==> src/sv/fpdc_pkg.sv <==
// Shared types and constants for the fractional PLL divider calculator.
// Used by fpdc_divider and fractional_pll_divider_calc_core; no dependencies.
`default_nettype none

package fpdc_pkg;

   localparam int FREQ_W     = 22;
   localparam int XTAL_W     = 15;
   localparam int VCO_W      = 27;
   localparam int DIVIDEND_W = VCO_W - 1;
   localparam int NINT_W     = 8;
   localparam int FRA_W      = 16;
   localparam int BYTE_W     = 8;
   localparam int CSR_IDX_W  = 4;
   localparam int CSR_DATA_W = 16;

   localparam logic [VCO_W-1:0] VCO_MIN_KHZ = 27'd2350000;
   localparam logic [VCO_W-1:0] VCO_MAX_KHZ = 27'd4700000;

   localparam logic [XTAL_W-1:0] XTAL_RESET_KHZ = 15'd24000;

   localparam logic [CSR_IDX_W-1:0] CSR_XTAL_KHZ     = 4'd0;
   localparam logic [CSR_IDX_W-1:0] CSR_CHIP_VARIANT = 4'd1;

   // Sigma-delta halving loop
   localparam int                 SDM_STEPS  = 15;
   localparam logic [FRA_W-1:0]   SDM_WEIGHT = 16'h8000;

   // Register byte masks and mode bits
   localparam logic [BYTE_W-1:0] R4_KEEP_MASK   = 8'hfe;
   localparam logic [BYTE_W-1:0] R4_MODE_MASK   = 8'h3f;
   localparam logic [BYTE_W-1:0] R4_MODE_LOW    = 8'h40;
   localparam logic [BYTE_W-1:0] R4_MODE_HIGH   = 8'h80;
   localparam logic [BYTE_W-1:0] R4_INT_ONLY    = 8'h02;
   localparam logic [BYTE_W-1:0] R8_KEEP_MASK   = 8'hef;
   localparam logic [BYTE_W-1:0] R12_BIT4       = 8'h10;
   localparam logic [BYTE_W-1:0] R12_CLEAR_MASK = 8'hef;

   typedef struct packed {
      logic                  start;
      logic [DIVIDEND_W-1:0] dividend;
      logic [XTAL_W-1:0]     divisor;
   } fpdc_div_cmd_type;

   typedef struct packed {
      logic              done;
      logic [NINT_W-1:0] quot;
   } fpdc_div_status_type;

endpackage

`default_nettype wire

==> src/sv/fpdc_divider.sv <==
// Serial restoring divider, one quotient bit per cycle; keeps the low quotient byte.
// Depends on fpdc_pkg.
`default_nettype none

module fpdc_divider (
   input  wire logic                       clock,
   input  wire logic                       reset,
   input  wire fpdc_pkg::fpdc_div_cmd_type cmd,
   output fpdc_pkg::fpdc_div_status_type   status
);
   import fpdc_pkg::*;

   localparam int CNT_W = $clog2(DIVIDEND_W);
   localparam logic [CNT_W-1:0] LAST_STEP = CNT_W'(DIVIDEND_W - 1);

   logic                  busy_ff, busy_in;
   logic                  done_ff, done_in;
   logic [CNT_W-1:0]      cnt_ff, cnt_in;
   logic [DIVIDEND_W-1:0] dvd_ff, dvd_in;
   logic [XTAL_W-1:0]     dsr_ff, dsr_in;
   logic [XTAL_W-1:0]     rem_ff, rem_in;
   logic [NINT_W-1:0]     quot_ff, quot_in;

   logic [XTAL_W:0] shifted;
   logic [XTAL_W:0] diff;
   logic            fits;

   always_comb begin
      shifted = {rem_ff, dvd_ff[DIVIDEND_W-1]};
      diff    = shifted - {1'b0, dsr_ff};
      fits    = (shifted >= {1'b0, dsr_ff});

      busy_in = busy_ff;
      done_in = 1'b0;
      cnt_in  = cnt_ff;
      dvd_in  = dvd_ff;
      dsr_in  = dsr_ff;
      rem_in  = rem_ff;
      quot_in = quot_ff;

      if (cmd.start) begin
         busy_in = 1'b1;
         cnt_in  = '0;
         dvd_in  = cmd.dividend;
         dsr_in  = cmd.divisor;
         rem_in  = '0;
         quot_in = '0;
      end else if (busy_ff) begin
         // a zero divisor always fits, so every quotient bit comes out set
         rem_in  = fits ? diff[XTAL_W-1:0] : shifted[XTAL_W-1:0];
         quot_in = {quot_ff[NINT_W-2:0], fits};
         dvd_in  = {dvd_ff[DIVIDEND_W-2:0], 1'b0};
         cnt_in  = cnt_ff + 1'b1;
         if (cnt_ff == LAST_STEP) begin
            busy_in = 1'b0;
            done_in = 1'b1;
         end
      end
   end

   always_ff @(posedge clock) begin
      if (reset) begin
         busy_ff <= 1'b0;
         done_ff <= 1'b0;
         cnt_ff  <= '0;
      end else begin
         busy_ff <= busy_in;
         done_ff <= done_in;
         cnt_ff  <= cnt_in;
      end
      dvd_ff  <= dvd_in;
      dsr_ff  <= dsr_in;
      rem_ff  <= rem_in;
      quot_ff <= quot_in;
   end

   assign status.done = done_ff;
   assign status.quot = quot_ff;

endmodule

`default_nettype wire

==> src/sv/fractional_pll_divider_calc_core.sv <==
// Top level of the fractional PLL divider calculator: sequencer, snap and sigma-delta loop.
// Depends on fpdc_pkg and fpdc_divider.
//
//   channel  direction  handshake              payload
//   req      in         req_valid/req_ready    freq_khz, prior_reg4/8/12
//   rsp      out        rsp_valid/rsp_ready    new_reg4..new_reg8, new_reg12
//   csr      in         csr_valid/csr_ready    csr_index, csr_wdata
//
// An item passes from acceptance to its result through one setup step, the serial divider
// (26 quotient bits and the done flag), one step each for multiply, fraction and snap, up
// to SDM_STEPS sigma-delta halving steps and one output step. req_ready is high only while
// the sequencer is idle.
// A result waits in the output register until taken; the next item may run meanwhile,
// and holds at its last step until the output register is free.
// Reset is synchronous: crystal returns to 24000 kHz, variant to 0, no result pending.
`default_nettype none

module fractional_pll_divider_calc_core (
   input  wire logic                            clock,
   input  wire logic                            reset,
   input  wire logic                            req_valid,
   output logic                                 req_ready,
   input  wire logic [fpdc_pkg::FREQ_W-1:0]     req_freq_khz,
   input  wire logic [fpdc_pkg::BYTE_W-1:0]     req_prior_reg4,
   input  wire logic [fpdc_pkg::BYTE_W-1:0]     req_prior_reg8,
   input  wire logic [fpdc_pkg::BYTE_W-1:0]     req_prior_reg12,
   output logic                                 rsp_valid,
   input  wire logic                            rsp_ready,
   output logic [fpdc_pkg::BYTE_W-1:0]          rsp_new_reg4,
   output logic [fpdc_pkg::BYTE_W-1:0]          rsp_new_reg5,
   output logic [fpdc_pkg::BYTE_W-1:0]          rsp_new_reg6,
   output logic [fpdc_pkg::BYTE_W-1:0]          rsp_new_reg7,
   output logic [fpdc_pkg::BYTE_W-1:0]          rsp_new_reg8,
   output logic [fpdc_pkg::BYTE_W-1:0]          rsp_new_reg12,
   input  wire logic                            csr_valid,
   output logic                                 csr_ready,
   input  wire logic [fpdc_pkg::CSR_IDX_W-1:0]  csr_index,
   input  wire logic [fpdc_pkg::CSR_DATA_W-1:0] csr_wdata
);
   import fpdc_pkg::*;

   localparam logic [2:0] ST_IDLE   = 3'd0;
   localparam logic [2:0] ST_SETUP  = 3'd1;
   localparam logic [2:0] ST_DIVIDE = 3'd2;
   localparam logic [2:0] ST_MULT   = 3'd3;
   localparam logic [2:0] ST_FRAC   = 3'd4;
   localparam logic [2:0] ST_SNAP   = 3'd5;
   localparam logic [2:0] ST_SDM    = 3'd6;
   localparam logic [2:0] ST_DONE   = 3'd7;

   localparam int SDM_CNT_W = $clog2(SDM_STEPS);
   localparam logic [SDM_CNT_W-1:0] SDM_LAST = SDM_CNT_W'(SDM_STEPS - 1);
   localparam int PROD_W = XTAL_W + NINT_W;

   logic [2:0]           state_ff, state_in;
   logic [XTAL_W-1:0]    xtal_ff, xtal_in;
   logic                 variant_ff, variant_in;
   logic [FREQ_W-1:0]    freq_ff, freq_in;
   logic [BYTE_W-1:0]    r4_ff, r4_in, r8_ff, r8_in, r12_ff, r12_in;
   logic [VCO_W-1:0]     vco_ff, vco_in;
   logic [1:0]           code_ff, code_in;
   logic [NINT_W-1:0]    nint_ff, nint_in;
   logic [FRA_W-1:0]     prod_ff, prod_in;
   logic [FRA_W-1:0]     fra_ff, fra_in;
   logic                 fra_zero_ff, fra_zero_in;
   logic [FRA_W-1:0]     step_ff, step_in;
   logic [FRA_W-1:0]     weight_ff, weight_in;
   logic [FRA_W-1:0]     sdm_ff, sdm_in;
   logic [SDM_CNT_W-1:0] cnt_ff, cnt_in;
   logic                 rsp_valid_ff, rsp_valid_in;
   logic [BYTE_W-1:0]    o4_ff, o4_in, o5_ff, o5_in, o6_ff, o6_in;
   logic [BYTE_W-1:0]    o7_ff, o7_in, o8_ff, o8_in, o12_ff, o12_in;

   fpdc_div_cmd_type    div_cmd;
   fpdc_div_status_type div_stat;

   // mixer divider search, all five candidates side by side
   logic [VCO_W-1:0] vco_d2, vco_d4, vco_d8, vco_d16, vco_d32;
   logic             fit_d2, fit_d4, fit_d8, fit_d16;

   // snap thresholds
   logic [XTAL_W+6:0] x127;
   logic [XTAL_W+7:0] x129;
   logic [FRA_W-1:0]  th_low, th_high, th_127, th_129, xtal16;

   logic [PROD_W-1:0] prod_full;
   logic [8:0]        d_signed;
   logic [8:0]        ni_q;
   logic [BYTE_W-1:0] b4, b8, b12, b5;

   fpdc_divider u_divider (
      .clock  (clock),
      .reset  (reset),
      .cmd    (div_cmd),
      .status (div_stat)
   );

   always_comb begin
      vco_d2  = VCO_W'(freq_ff) << 1;
      vco_d4  = VCO_W'(freq_ff) << 2;
      vco_d8  = VCO_W'(freq_ff) << 3;
      vco_d16 = VCO_W'(freq_ff) << 4;
      vco_d32 = VCO_W'(freq_ff) << 5;
      fit_d2  = (vco_d2 >= VCO_MIN_KHZ) && (vco_d2 <= VCO_MAX_KHZ);
      fit_d4  = (vco_d4 >= VCO_MIN_KHZ) && (vco_d4 <= VCO_MAX_KHZ);
      fit_d8  = (vco_d8 >= VCO_MIN_KHZ) && (vco_d8 <= VCO_MAX_KHZ);
      fit_d16 = (vco_d16 >= VCO_MIN_KHZ) && (vco_d16 <= VCO_MAX_KHZ);

      xtal16  = {1'b0, xtal_ff};
      x127    = {xtal_ff, 7'b0} - (XTAL_W+7)'(xtal_ff);
      x129    = {1'b0, xtal_ff, 7'b0} + (XTAL_W+8)'(xtal_ff);
      th_low  = FRA_W'(xtal_ff >> 6);
      th_high = x127[XTAL_W+6:6];
      th_127  = FRA_W'(x127[XTAL_W+6:7]);
      th_129  = x129[XTAL_W+7:7];

      prod_full = xtal_ff * nint_ff;

      // ni truncates toward zero; si keeps only its low two bits, equal to d's
      d_signed = {1'b0, nint_ff} - 9'd13;
      ni_q     = d_signed[8] ? 9'((d_signed + 9'd3) >> 2) | 9'h180
                             : 9'(d_signed >> 2);
      b5       = {d_signed[1:0], ni_q[5:0]};

      b4  = (r4_ff & R4_KEEP_MASK) | {7'b0, code_ff[0]};
      b8  = r8_ff;
      b12 = r12_ff;
      if (variant_ff) begin
         b8 = (r8_ff & R8_KEEP_MASK) | {3'b0, code_ff[1], 4'b0};
         b4 = b4 & R4_MODE_MASK;
         if (code_ff <= 2'd1) begin
            b4  = b4 | R4_MODE_LOW;
            b12 = r12_ff | R12_BIT4;
         end else begin
            b4  = b4 | R4_MODE_HIGH;
            b12 = r12_ff & R12_CLEAR_MASK;
         end
      end
      if (fra_zero_ff) begin
         b4 = b4 | R4_INT_ONLY;
      end

      state_in     = state_ff;
      xtal_in      = xtal_ff;
      variant_in   = variant_ff;
      freq_in      = freq_ff;
      r4_in        = r4_ff;
      r8_in        = r8_ff;
      r12_in       = r12_ff;
      vco_in       = vco_ff;
      code_in      = code_ff;
      nint_in      = nint_ff;
      prod_in      = prod_ff;
      fra_in       = fra_ff;
      fra_zero_in  = fra_zero_ff;
      step_in      = step_ff;
      weight_in    = weight_ff;
      sdm_in       = sdm_ff;
      cnt_in       = cnt_ff;
      rsp_valid_in = rsp_valid_ff & ~rsp_ready;
      o4_in        = o4_ff;
      o5_in        = o5_ff;
      o6_in        = o6_ff;
      o7_in        = o7_ff;
      o8_in        = o8_ff;
      o12_in       = o12_ff;

      div_cmd.start    = 1'b0;
      div_cmd.dividend = vco_in[VCO_W-1:1];
      div_cmd.divisor  = xtal_ff;

      if (csr_valid) begin
         if (csr_index == CSR_XTAL_KHZ) begin
            xtal_in = csr_wdata[XTAL_W-1:0];
         end else if (csr_index == CSR_CHIP_VARIANT) begin
            variant_in = csr_wdata[0];
         end
      end

      case (state_ff)
         ST_IDLE: begin
            if (req_valid) begin
               freq_in  = req_freq_khz;
               r4_in    = req_prior_reg4;
               r8_in    = req_prior_reg8;
               r12_in   = req_prior_reg12;
               state_in = ST_SETUP;
            end
         end
         ST_SETUP: begin
            if (fit_d2) begin
               vco_in  = vco_d2;
               code_in = 2'd1;
            end else if (fit_d4) begin
               vco_in  = vco_d4;
               code_in = 2'd0;
            end else if (fit_d8) begin
               vco_in  = vco_d8;
               code_in = 2'd2;
            end else if (fit_d16) begin
               vco_in  = vco_d16;
               code_in = 2'd3;
            end else begin
               vco_in  = vco_d32;
               code_in = 2'd0;
            end
            // divide the freshly chosen VCO value
            div_cmd.dividend = vco_in[VCO_W-1:1];
            div_cmd.start    = 1'b1;
            state_in         = ST_DIVIDE;
         end
         ST_DIVIDE: begin
            if (div_stat.done) begin
               nint_in  = div_stat.quot;
               state_in = ST_MULT;
            end
         end
         ST_MULT: begin
            prod_in  = {prod_full[FRA_W-2:0], 1'b0};
            state_in = ST_FRAC;
         end
         ST_FRAC: begin
            fra_in   = vco_ff[FRA_W-1:0] - prod_ff;
            state_in = ST_SNAP;
         end
         ST_SNAP: begin
            if (fra_ff < th_low) begin
               fra_in = '0;
            end else if (fra_ff > th_high) begin
               fra_in  = '0;
               nint_in = nint_ff + 1'b1;
            end else if (fra_ff > th_127 && fra_ff < xtal16) begin
               fra_in = th_127;
            end else if (fra_ff > xtal16 && fra_ff < th_129) begin
               fra_in = th_129;
            end
            fra_zero_in = (fra_in == '0);
            step_in     = xtal16;
            weight_in   = SDM_WEIGHT;
            sdm_in      = '0;
            cnt_in      = '0;
            state_in    = ST_SDM;
         end
         ST_SDM: begin
            if (fra_ff <= 16'd1) begin
               state_in = ST_DONE;
            end else begin
               if (fra_ff > step_ff) begin
                  sdm_in = sdm_ff | weight_ff;
                  fra_in = fra_ff - step_ff;
               end
               step_in   = step_ff >> 1;
               weight_in = weight_ff >> 1;
               cnt_in    = cnt_ff + 1'b1;
               if (cnt_ff == SDM_LAST) begin
                  state_in = ST_DONE;
               end
            end
         end
         ST_DONE: begin
            // hold until the output register is free
            if (!rsp_valid_ff || rsp_ready) begin
               o4_in        = b4;
               o5_in        = b5;
               o6_in        = sdm_ff[7:0];
               o7_in        = sdm_ff[15:8];
               o8_in        = b8;
               o12_in       = b12;
               rsp_valid_in = 1'b1;
               state_in     = ST_IDLE;
            end
         end
         default: begin
            state_in = ST_IDLE;
         end
      endcase
   end

   always_ff @(posedge clock) begin
      if (reset) begin
         state_ff     <= ST_IDLE;
         xtal_ff      <= XTAL_RESET_KHZ;
         variant_ff   <= 1'b0;
         rsp_valid_ff <= 1'b0;
      end else begin
         state_ff     <= state_in;
         xtal_ff      <= xtal_in;
         variant_ff   <= variant_in;
         rsp_valid_ff <= rsp_valid_in;
      end
      freq_ff     <= freq_in;
      r4_ff       <= r4_in;
      r8_ff       <= r8_in;
      r12_ff      <= r12_in;
      vco_ff      <= vco_in;
      code_ff     <= code_in;
      nint_ff     <= nint_in;
      prod_ff     <= prod_in;
      fra_ff      <= fra_in;
      fra_zero_ff <= fra_zero_in;
      step_ff     <= step_in;
      weight_ff   <= weight_in;
      sdm_ff      <= sdm_in;
      cnt_ff      <= cnt_in;
      o4_ff       <= o4_in;
      o5_ff       <= o5_in;
      o6_ff       <= o6_in;
      o7_ff       <= o7_in;
      o8_ff       <= o8_in;
      o12_ff      <= o12_in;
   end

   assign req_ready     = (state_ff == ST_IDLE);
   assign csr_ready     = 1'b1;
   assign rsp_valid     = rsp_valid_ff;
   assign rsp_new_reg4  = o4_ff;
   assign rsp_new_reg5  = o5_ff;
   assign rsp_new_reg6  = o6_ff;
   assign rsp_new_reg7  = o7_ff;
   assign rsp_new_reg8  = o8_ff;
   assign rsp_new_reg12 = o12_ff;

`ifndef NO_ASSERTIONS
   a_accept_leaves_idle: assert property (@(posedge clock) disable iff (reset)
      req_valid && req_ready |=> !req_ready)
      else $error("sequencer still idle after taking an item");

   a_div_done_in_divide: assert property (@(posedge clock) disable iff (reset)
      div_stat.done |-> state_ff == ST_DIVIDE)
      else $error("divider finished outside the divide step");

   a_rsp_from_done: assert property (@(posedge clock) disable iff (reset)
      $rose(rsp_valid) |-> $past(state_ff) == ST_DONE)
      else $error("result raised without finishing an item");
`endif

endmodule

`default_nettype wire
==> config.mk <==
export PLATFORM = sky130hd
export DESIGN_NAME = fractional_pll_divider_calc_core
export DESIGN_NICKNAME = d
export VERILOG_FILES = /design/src/sv/fpdc_pkg.sv /design/src/sv/fpdc_divider.sv /design/src/sv/fractional_pll_divider_calc_core.sv
export SDC_FILE = /design/constraint.sdc
export NUM_CORES = 1
export LEC_CHECK = 0
export BUFFER_PORTS_ARGS = -buffer_cell sky130_fd_sc_hd__buf_4
export CAP_MARGIN = 20
export CORE_MARGIN = 3
export CORE_UTILIZATION = 64
export CTS_BUF_LIST = sky130_fd_sc_hd__clkbuf_2
export DETAILED_ROUTE_END_ITERATION = 7
export PLACE_DENSITY = 0.81
export SETUP_SLACK_MARGIN = 0.5
export SLEW_MARGIN = 20
export SYNTH_ARGS = -nofsm -noshare
export SYNTH_HDL_FRONTEND = slang
export SYNTH_SLANG_ARGS = --single-unit
export TNS_END_PERCENT = 1
==> constraint.sdc <==
create_clock -name clock -period 6.05 [get_ports clock]
set_clock_uncertainty 0.05 [all_clocks]
set_input_delay 1.5125 -clock clock [delete_from_list [all_inputs] [get_ports clock]]
set_output_delay 1.5125 -clock clock [all_outputs]
set_load 0.02 [all_outputs]
==> results of run 1 <==
-- kinds of logic after synthesis --
logic type               count (synthesis)  share of synthesized area
multiplexers                            77                     0.0414
XOR/XNOR                               103                     0.0461
other                                    1                   0.000189
AND/OR/NAND/NOR                        622                      0.152
adder cells (fa/ha/maj)                209                      0.153
AO/OA/AOI/OAI                          415                      0.135
flip-flops                             292                      0.417
buffers and inverters                  277                     0.0557
-- state kept, by name, indices dropped and copies added, names as in the netlist, 16 cells and up --
signal            count
fra_ff               16
sdm_ff               16
weight_ff            16
freq_ff              22
u_divider.dvd_ff     26
-- placed cells by master, fill, tap and decap left out, types with 16 or more instances in the layout --
cell,instances
a211oi_1,29
a21o_1,21
a21oi_1,115
and2_1,52
buf_4,161
clkbuf_2,106
dfxtp_1,50
edfxtp_1,242
fa_1,58
ha_1,149
inv_1,178
mux2_2,41
mux2i_1,36
nand2_1,165
nand2b_1,19
nand3_1,30
nand4_1,25
nor2_1,189
nor2b_1,21
nor3_1,34
nor4_1,17
o21a_1,16
o21ai_0,101
xnor2_1,70
xor2_1,32
-- through the flow --
stage	instance area (sq um)	hold slack, ns
final	21900	0.347
after global routing	21900	0.348
after CTS	21900	0.341
after detailed placement	21100	0.355
after floorplan	19800	0.350
after global placement	21100	0.350
-- area by class of cell --
type                       count  share of cell area
multi-input combinational   1427               0.480
sequential                   292               0.377
timing repair buffer         161              0.0552
inverter                     180              0.0308
clock buffer                 106              0.0242
tap                          390              0.0223
clock inverter                27              0.0104
antenna                        1            0.000114
-- how the worst max path moves through the flow --
stage	startpoint	slack [ns]	to
final	nint_ff[2]	0.81	prod_ff[15]
after global routing	nint_ff[2]	0.59	prod_ff[15]
after CTS	nint_ff[2]	0.88	prod_ff[15]
after detailed placement	nint_ff[2]	0.92	prod_ff[15]
after global placement	nint_ff[2]	0.96	prod_ff[15]
after floorplan	req_valid	0.85	freq_ff[0]
-- per-layer routing --
| metal | vias to the layer above | share of wire |
|---|---|---|
| met5 | - | 0.00025 |
| met1 | 7697 | 0.41 |
| met3 | 128 | 0.086 |
| li1 | 7409 | - |
| met2 | 765 | 0.47 |
| met4 | 2 | 0.031 |
-- power by group --
group / internal [uW] / switching [uW] / leakage, uW / total [uW]
Combinational: 398 / 541 / 0.00601 / 939
Clock: 650 / 823 / 0.000553 / 1470
Sequential: 2320 / 107 / 0.00268 / 2430
Total: 3370 / 1470 / 0.00925 / 4840
==> metrics.md, run 1 <==
| Metric | Value |
|---|---|
| Total CTS buffers | `75` |
| Fraction of registers with async set/reset | `0` |
| PostCTS Resize Cnt | `0` |
| Top delay family on crit path | `adder cells` |
| Die height | `approximately 180 um` |
| Worst-path maximum fanout | `11` |
| Synth area leaders | `edfxtp_1, ha_1, fa_1` |
| Worst EP arrival | `between 5 and 6 ns` |
| Max-cap violations | `0` |
| Clock buffer depth | `3` |
| Clock slew at reported path FFs | `0.09 ns` |
| Worst setup margin | `around 0.81 ns` |
| Hold EP | `rsp_new_reg8[3]` |
| HPWL Detailed | `about 37 mm` |
| Synth Net Count | `roughly 2,300` |
| Instance count on the critical path | `19` |
| Hold Path Class | `reg -> reg` |
| DP Cell Count | `~2,500` |
| Met3 Usage GRT | `0.0634` |
| Fmax | `between 150 and 200 MHz` |
| Die width | `around 180 um` |
| Yosys cell types | `91` |
| Mapped Area | `a little under 20,000 sq um` |
| Crit share post-route | `0.866` |
| Largest net degree at the start of global routing | `between 50 and 60` |
| VDD IR max | `0.172 mV` |
| Io pins | `roughly 120` |
| Multi-input gate area | `approximately 11,000 sq um` |
| Post-Layout Cell Count | `approximately 2,600` |
| Main synth FF type | `edfxtp_1` |
| Layout cell share with drive strength beyond 1 | `0.163` |
| Cts hold-fix bufs | `0` |
| Syn avg cell area | `9.94 sq um` |
| GR peak layer | `met2` |
| Hold path start | `r8_ff[3]` |
| Commonest cells post-synth | `edfxtp_1, nor2_1, inv_1` |
| CTS sink count | `292` |
| GRT overflow | `0` |
| Startpoint Class | `flop` |
| Final setup vio count | `0` |
| Pleak | `around 0.0092 uW` |
| TritonCTS clock tree | `built` |
| Antenna violations before repair | `2` |
| Core Util, Final | `0.728` |
| CTS Root Cell | `clkbuf_2` |
| Starting Density | `0.659` |
| DRT antenna net count | `0` |
| Synthesized instance count | `around 2,000` |
| Yosys top cell by area | `edfxtp_1` |
| Vias | `~16,000` |
| Seq cells post-synth | `292` |
| Top cell type's share of synthesized area | `0.366` |
| Min cycle time layout | `5.24 ns` |
| Count of input and output buffers | `roughly 120` |
| Largest stage delay, worst path | `0.58 ns` |
| Rows | `63` |
| Placer Congestion | `between 0.9 and 1` |
| Top-count cell post-synth | `edfxtp_1` |
| Met2 Track Usage GR | `0.494` |
| Worst Max-Slew Pin Slew | `between 0.9 and 1 ns` |
| Vias in the first global route | `15,700` |
| Clock latency on the worst-skew pair | `0.93 ns` |
| Reg-to-reg endpoint | `prod_ff[15]` |
| Slew margin rel. | `0.338` |
| RSZ-0062 raised after global routing | `false` |
| Worst path required time | `6.61 ns` |
| Layout area overhead | `10.4%` |
| DRT Pass-1 Iters | `7` |
| Final setup TNS | `0 ns` |
| Core area | `approximately 30,000 sq um` |
| Final hold vios | `0` |
| CP Capture Type | `flop` |
| PnR Total Power | `just under 5000 uW` |
| # nets final | `between 2,000 and 2,500` |
| Setup bufs post-CTS | `0` |
| GR Util met1 | `0.431` |
| Sequential fraction of the synthesis area | `0.417` |
| DRC | `0` |
| Buf/Inv on CP | `5` |
| DR WL/cell | `19.9 um` |
| R2R depth | `19` |
| Status | `finished, final reports clean` |
| Number of synthesized flops with an enable pin | `242` |
| Setup CP Type | `reg -> reg` |
| Die area | `around 33,000 sq um` |
| Vias per cell | `slightly above 6` |
| Power per cell area | `between 200 and 250 nW/um^2` |
| DR iter-0 viols | `approximately 1,700` |
| Hold depth | `0` |
| FILL cells | `~2,300` |
| Pins Over Slew Limit | `0` |
| Slowest-stage cell, CP | `fa_1` |
| Crit-path cells | `buf_4, inv_1, nor2_1, fa_1, fa_1, inv_1, fa_1, fa_1, inv_1, ha_1, inv_1, o21ai_0, a21oi_1, o21ai_0, a21oi_1, nor2b_1, o21a_1, o41a_1, xnor2_1` |
| Pre-CTS setup slack | `between 0.9 and 1 ns` |
| Yosys warns | `0` |
| Register area | `between 8000 and 9000 sq um` |
| Reg-to-Reg Start | `nint_ff[2]` |
| H-tree levels | `3` |
| Global Route Usage Sum | `0.311` |
| DRT Wirelength | `between 50 and 60 mm` |
| Reg2reg setup slack | `0.81 ns` |
| First-pass GRT wire length | `82.6 mm` |
Power figures use the tool's default switching activity.
==> run 2, diff against run 1 <==
MAX_ROUTING_LAYER = met4   (was not set)
==> run 2 against run 1 <==
Via count down 0.89%. Sequential share of layout area rose by 0.081 points. Final area fell by 0.20%. Die area stayed put. Clock power is 6% lower. Critical endpoint is now prod_ff[14]. Largest power group unchanged.
==> metrics.md, run 2 (synthesis gave the netlist of run 1 again) <==
| Metric | Value |
|---|---|
| RSZ-0062 raised after global routing | `true (was false)` |
| Hold Path Class | `reg -> reg (unchanged)` |
| DRC | `0 (unchanged)` |
| Die width | `182 um (unchanged)` |
| Io pins | `122 (unchanged)` |
| Psw | `1460 uW (was 1470 uW)` |
| Buf/Inv on CP | `3 (was 5)` |
| Starting Density | `0.659 (unchanged)` |
| Pins Over Slew Limit | `0 (unchanged)` |
| # nets final | `2,416 (was 2,415)` |
| Max-cap violations | `0 (unchanged)` |
| Most frequent cells in the layout | `edfxtp_1, nor2_1, inv_1 (unchanged)` |
| Multi-input gate area | `10,500 sq um (about the same)` |
| Worst EP arrival | `6.03 ns (was 5.80 ns)` |
| Worst-path maximum fanout | `11 (unchanged)` |
| Placer Congestion | `0.974 (was 0.930)` |
| Crit share post-route | `0.900 (was 0.866)` |
| Die height | `182 um (unchanged)` |
| Max FFs per register | `26 (unchanged)` |
| Crit-path cells | `inv_1, nor2_1, fa_1, ha_1, ha_1, inv_1, fa_1, inv_1, ha_1, nor2b_1, o21ai_0, a21boi_0, o21ai_0, a21boi_0, o21a_1, o21ai_0, nand2b_1, a21oi_1, xnor2_1 (was buf_4, inv_1, nor2_1, fa_1, fa_1, inv_1, fa_1, fa_1, inv_1, ha_1, inv_1, o21ai_0, a21oi_1, o21ai_0, a21oi_1, nor2b_1, o21a_1, o41a_1, xnor2_1)` |
| Worst path required time | `6.63 ns (was 6.61 ns)` |
| Setup CP Type | `reg -> reg (unchanged)` |
| Layout cell share with drive strength beyond 1 | `0.164 (was 0.163)` |
| Comb power frac | `0.199 (was 0.194)` |
| Clock latency on the worst-skew pair | `0.90 ns (was 0.93 ns)` |
| HPWL Detailed | `37.3 mm (was 37.0 mm)` |
| Commonest non-fill, non-tap cell in the layout | `edfxtp_1 (unchanged)` |
| DRT antenna net count | `0 (unchanged)` |
| Biggest regs | `u_divider.dvd_ff (26), freq_ff (22) (unchanged)` |
| Worst Max-Slew Pin Slew | `1.12 ns (was 0.994 ns)` |
| Vias in the first global route | `15,500 (was 15,700)` |
| Status | `finished, final reports clean (unchanged)` |
| Final setup vio count | `0 (unchanged)` |
| Rows | `63 (unchanged)` |
| H-tree levels | `3 (unchanged)` |
| Final setup TNS | `0 ns (unchanged)` |
| First-pass GRT wire length | `82.2 mm (was 82.6 mm)` |
| Core Util, Final | `0.726 (was 0.728)` |
| Setup bufs post-CTS | `0 (unchanged)` |
| Final hold vios | `0 (unchanged)` |
| Clock power share | `0.290 (was 0.305)` |
| Startpoint Class | `flop (unchanged)` |
| Reg power frac | `0.510 (was 0.501)` |
| FILL cells | `2,243 (was 2,266)` |
| Register area | `8270 sq um (about the same)` |
| Count of input and output buffers | `118 (unchanged)` |
| TritonCTS clock tree | `built (unchanged)` |
| Cts hold-fix bufs | `0 (unchanged)` |
| Top delay family on crit path | `adder cells (unchanged)` |
| CTS sink count | `292 (unchanged)` |
| VDD IR max | `0.176 mV (was 0.172 mV)` |
| Largest stage delay, worst path | `0.73 ns (was 0.58 ns)` |
| PostCTS Resize Cnt | `0 (unchanged)` |
| Core area | `30,100 sq um (unchanged)` |
| Largest net degree at the start of global routing | `57 (unchanged)` |
| Min cycle time layout | `5.45 ns (was 5.24 ns)` |
| DRT Pass-1 Iters | `7 (unchanged)` |
| DRT Wirelength | `51.9 mm (was 51.4 mm)` |
| Slowest-stage cell, CP | `dfxtp_1 (was fa_1)` |
| Clock slew at reported path FFs | `0.11 ns (was 0.09 ns)` |
| Antenna violations before repair | `1 (was 2)` |
| Pleak | `0.00923 uW (was 0.00925 uW)` |
| Layout area overhead | `10.2% (was 10.4%)` |
| CP Capture Type | `flop (unchanged)` |
| Internal power | `3290 uW (was 3370 uW)` |
| Vias | `15,900 (was 16,000)` |
| Die area | `33,200 sq um (unchanged)` |
| Total CTS buffers | `74 (was 75)` |
| Vias per cell | `6.13 (was 6.19)` |
| Power per cell area | `217 nW/um^2 (was 221 nW/um^2)` |
| DR iter-0 viols | `1,469 (was 1,711)` |
| Global Route Usage Sum | `0.320 (was 0.311)` |
| CTS Root Cell | `clkbuf_2 (unchanged)` |
| DR WL/cell | `20.1 um (was 19.9 um)` |
| Switch share | `0.308 (was 0.304)` |
| Biggest register | `u_divider.dvd_ff (unchanged)` |
| Clock buffer depth | `3 (unchanged)` |
| Slew margin rel. | `0.248 (was 0.338)` |
| Fmax | `184 MHz (was 191 MHz)` |
| GRT overflow | `0 (unchanged)` |
==> run 2: cell types whose count changed in the layout (fill, tap and decap cells not counted), sizes merged <==
| cell | change |
|---|---|
| clkinv | -2 |
| inv | -1 |
| clkbuf | +3 |
| bufinv | -2 |
| buf | +2 |
| clkinvlp | +1 |
==> run 2: cell type report <==
| class | instances | area share |
|---|---|---|
| antenna | 1 | 0.000114 |
| tap | 390 | 0.0223 |
| inverter | 180 | 0.0309 |
| clock buffer | 109 | 0.0249 |
| sequential | 292 | 0.378 |
| multi-input combinational | 1427 | 0.480 |
| clock inverter | 23 | 0.00715 |
| timing repair buffer | 163 | 0.0560 |
==> run 2: path summary, 6_finish.rpt <==
| path | startpoint | slack [ns] | end | cells past startpoint |
|---|---|---|---|---|
| worst max register to register | xtal_ff[3] | 0.60 | prod_ff[14] | 19 |
| worst max-delay path | xtal_ff[3] | 0.60 | prod_ff[14] | 19 |
| worst min register to register | r12_ff[0] | 0.34 | rsp_new_reg12[0] | 0 |
| worst min-delay path | r12_ff[0] | 0.34 | rsp_new_reg12[0] | 0 |
==> run 2: power by group through the flow <==
stage	clock network (uW)	logic [uW]	registers (uW)
2_1_floorplan	0	723	2420
3_3_place_gp	0	892	2460
3_5_place_dp	0	928	2470
4_1_cts	1420	937	2420
5_1_grt	1510	1050	2440
6_report	1380	947	2420
==> run 2: worst register-to-register path: stages (launching register included) <==
cell      delay, ns
dfxtp_1        0.73
inv_1          0.29
nor2_1         0.27
fa_1           0.48
ha_1           0.32
ha_1           0.29
inv_1          0.06
fa_1           0.54
inv_1          0.05
ha_1           0.32
nor2b_1        0.15
o21ai_0        0.26
a21boi_0       0.20
o21ai_0        0.23
a21boi_0       0.16
o21a_1         0.21
o21ai_0        0.16
nand2b_1       0.08
a21oi_1        0.20
xnor2_1        0.13
==> run 2: per-stage QoR <==
| step | total power [uW] | area (sq um) | cells | hold WS, ns | setup slack [ns] |
|---|---|---|---|---|---|
| after floorplan | 3140 | 19800 | 1996 | 0.350 | 0.846 |
| after global placement | 3350 | 21100 | 2452 | 0.350 | 0.884 |
| after detailed placement | 3400 | 21100 | 2452 | 0.356 | 0.829 |
| after CTS | 4780 | 21800 | 2584 | 0.339 | 0.737 |
| after global routing | 5000 | 21900 | 2585 | 0.364 | 0.426 |
| final | 4750 | 21900 | 2585 | 0.344 | 0.602 |
==> run 2: metal layers <==
layer,up-vias,global-route usage,wire length [um]
li1,7415,-,-
met1,7569,0.428,21200
met2,741,0.504,24600
met3,133,0.0508,4430
met4,0,0.109,1630
met5,-,-,0
==> run 3, diff against run 2 <==
ABC_AREA = 1   (was not set)
==> run 3 against run 2 <==
Setup slack improved by 0.28 ns. Hold slack gained 0.018 ns. Final cell count grew 16%. Register-to-register slack improved by 0.28 ns. Non-clock buffer count fell by 7. Clock power down 4%. Sequential share of layout area shrank 0.49 points. Synthesized area rose by 1.7%. Critical endpoint unchanged. Largest cell class unchanged.
==> metrics.md, run 3 <==
| Metric | Value |
|---|---|
| Status | `finished, final reports clean (unchanged)` |
| DRT Wirelength | `55.2 mm (was 51.9 mm)` |
| # nets final | `2,822 (was 2,416)` |
| FILL cells | `2,346 (was 2,243)` |
| Global Route Usage Sum | `0.338 (was 0.320)` |
| Clock slew at reported path FFs | `0.11 ns (about the same)` |
| Fraction of registers with async set/reset | `0 (unchanged)` |
| Comb power frac | `0.289 (was 0.199)` |
| Psw | `2040 uW (was 1460 uW)` |
| Switch share | `0.364 (was 0.308)` |
| DRC | `0 (unchanged)` |
| Post-Layout Cell Count | `2,995 (was 2,585)` |
| Synth Net Count | `2,668 (was 2,274)` |
| Multi-input gate area | `9990 sq um (was 10,500 sq um)` |
| Min cycle time layout | `5.17 ns (was 5.45 ns)` |
| Yosys warns | `0 (unchanged)` |
| Final setup vio count | `0 (unchanged)` |
| DR iter-0 viols | `1,882 (was 1,469)` |
| Reg power frac | `0.474 (was 0.510)` |
| PostCTS Resize Cnt | `0 (unchanged)` |
| Worst path required time | `6.69 ns (was 6.63 ns)` |
| Clock latency on the worst-skew pair | `1.00 ns (was 0.90 ns)` |
| Fmax | `193 MHz (was 184 MHz)` |
| Pins Over Slew Limit | `0 (unchanged)` |
| Number of synthesized flops with an enable pin | `242 (unchanged)` |
| DR WL/cell | `18.4 um (was 20.1 um)` |
| Mapped Area | `20,200 sq um (was 19,800 sq um)` |
| HPWL Detailed | `41.2 mm (was 37.3 mm)` |
| Cts hold-fix bufs | `0 (unchanged)` |
| Top cell type's share of synthesized area | `0.360 (was 0.366)` |
| CTS sink count | `292 (unchanged)` |
| Power per cell area | `253 nW/um^2 (was 217 nW/um^2)` |
| Largest net degree at the start of global routing | `56 (was 57)` |
| Worst Max-Slew Pin Slew | `1.10 ns (was 1.12 ns)` |
| Core Util, Final | `0.719 (was 0.726)` |
| Fin area | `22,200 sq um (was 21,900 sq um)` |
| Clock buffer depth | `3 (unchanged)` |
| Synthesized instance count | `2,390 (was 1,996)` |
| Layout area overhead | `9.80% (was 10.2%)` |
| Sequential fraction of the synthesis area | `0.410 (was 0.417)` |
| Total CTS buffers | `75 (was 74)` |
| Most frequent cells in the layout | `nand2_1, inv_1, edfxtp_1 (was edfxtp_1, nor2_1, inv_1)` |
| Layout cell share with drive strength beyond 1 | `0.133 (was 0.164)` |
| Worst EP arrival | `5.81 ns (was 6.03 ns)` |
| Synth area leaders | `edfxtp_1, nand2_1, ha_1 (was edfxtp_1, ha_1, fa_1)` |
| Top-count cell post-synth | `nand2_1 (was edfxtp_1)` |
| Placer Congestion | `0.984 (was 0.974)` |
| Yosys top cell by area | `edfxtp_1 (unchanged)` |
| Yosys cell types | `57 (was 91)` |
| DRT Pass-1 Iters | `6 (was 7)` |
| H-tree levels | `3 (unchanged)` |
| Hold Path Class | `reg -> reg (unchanged)` |
| Pleak | `0.0106 uW (was 0.00923 uW)` |
| Worst-path maximum fanout | `7 (was 11)` |
| Hold Worst Slack | `0.361 ns (was 0.344 ns)` |
| Commonest non-fill, non-tap cell in the layout | `nand2_1 (was edfxtp_1)` |
| Commonest cells post-synth | `nand2_1, inv_1, edfxtp_1 (was edfxtp_1, nor2_1, inv_1)` |
| Rows | `64 (was 63)` |
| Clock power share | `0.237 (was 0.290)` |
| TritonCTS clock tree | `built (unchanged)` |
| First-pass GRT wire length | `87.0 mm (was 82.2 mm)` |
| Setup bufs post-CTS | `0 (unchanged)` |
| Startpoint Class | `flop (unchanged)` |
| CTS Root Cell | `clkbuf_2 (unchanged)` |
| Main synth FF type | `edfxtp_1 (unchanged)` |
| Die width | `184 um (was 182 um)` |
| Core area | `30,800 sq um (was 30,100 sq um)` |
| Syn avg cell area | `8.44 sq um (was 9.94 sq um)` |
| Seq cells post-synth | `292 (unchanged)` |
| Biggest regs | `u_divider.dvd_ff (26), freq_ff (22) (unchanged)` |
| Setup CP Type | `reg -> reg (unchanged)` |
| Max-cap violations | `0 (unchanged)` |
| DP Cell Count | `2,863 (was 2,452)` |
| Count of input and output buffers | `118 (unchanged)` |
| Register area | `8270 sq um (about the same)` |
| Vias | `17,600 (was 15,900)` |
| Antenna violations before repair | `3 (was 1)` |
| VDD IR max | `0.204 mV (was 0.176 mV)` |
| RSZ-0062 raised after global routing | `false (was true)` |
| Die area | `33,700 sq um (was 33,200 sq um)` |
| Area after DPL | `21,500 sq um (was 21,100 sq um)` |
| Max FFs per register | `26 (unchanged)` |
| Crit share post-route | `0.855 (was 0.900)` |
| Starting Density | `0.655 (was 0.659)` |
| Vias per cell | `5.86 (was 6.13)` |
| CP Capture Type | `flop (unchanged)` |
| Internal power | `3570 uW (was 3290 uW)` |
| GRT overflow | `0 (unchanged)` |
| Slew margin rel. | `0.264 (was 0.248)` |
| DRT antenna net count | `0 (unchanged)` |
| Biggest register | `u_divider.dvd_ff (unchanged)` |
| Final setup TNS | `0 ns (unchanged)` |
| Vias in the first global route | `17,000 (was 15,500)` |
| Die height | `184 um (was 182 um)` |
| Io pins | `122 (unchanged)` |
| Final hold vios | `0 (unchanged)` |
-- run 3: changes by cell type after synthesis, moves of 32 or more --
cell / change
inv_1: +221
nand3_1: +83
clkbuf_1: -32
nand2_1: +347
mux2i_1: -36
xnor2_1: -49
mux2_2: -41
and2_1: -50
-- run 3: final timing paths --
check / from / slack, ns / cells after the start / endpoint
setup / recovery: nint_ff[4] / 0.88 / 24 / prod_ff[14]
hold / removal: r12_ff[5] / 0.36 / 0 / rsp_new_reg12[5]
setup reg to reg: nint_ff[4] / 0.88 / 24 / prod_ff[14]
hold reg to reg: r12_ff[5] / 0.36 / 0 / rsp_new_reg12[5]
-- run 3: layout make-up --
type	instances	share of cell area
repair buffers	156	0.0528
multi-input cells	1606	0.451
clock inverters	26	0.00672
diodes	3	0.000339
flip-flops and latches	292	0.373
well taps	396	0.0224
inverters	413	0.0702
clock buffers	103	0.0233
-- run 3: cell families (layout without fill, tap and decap cells) --
kind of cell / after synthesis / after routing / share of synthesized area
compound gates: 394 / 394 / 0.113
xor+xnor: 70 / 70 / 0.0304
fa+ha+maj: 207 / 207 / 0.150
buf+inv: 492 / 698 / 0.0966
flops: 292 / 292 / 0.410
other cells: 1 / 4 / 0.000186
simple gates: 934 / 934 / 0.200
-- run 3: per-stage QoR --
step / power [uW] / worst slack [ns]
detailed placement: 4270 / 0.718
CTS: 5610 / 0.727
global route: 5970 / 0.538
global placement: 4190 / 0.748
floorplan: 3820 / 0.597
finish: 5610 / 0.879
-- run 3: power by group through the flow --
stage	combinational, uW	sequential (uW)	clock, uW
CTS	1590	2650	1370
global route	1810	2680	1480
floorplan	1180	2640	0
detailed placement	1570	2700	0
global placement	1500	2690	0
finish	1620	2660	1330
-- run 3: metal layers --
layer | routed length [um] | global-route usage
met1 | 22000 | 0.437
met2 | 25700 | 0.528
met3 | 5720 | 0.0694
met4 | 1890 | 0.131
met5 | 0 | -
-- run 3: critical path, cell delays in order (launching register included) --
cell and delay (ns):
edfxtp_1 0.60, nand2_1 0.14, inv_1 0.07, fa_1 0.45
fa_1 0.54, inv_1 0.05, fa_1 0.49, fa_1 0.56
inv_1 0.05, ha_1 0.33, a21oi_1 0.16, o21ai_0 0.16
a21oi_1 0.16, inv_1 0.05, a21oi_1 0.11, inv_1 0.06
nand2_1 0.06, inv_1 0.05, nor2_1 0.08, inv_1 0.05
a21oi_1 0.19, nor2_1 0.07, o21ai_0 0.15, nand2_1 0.09
xor2_1 0.15
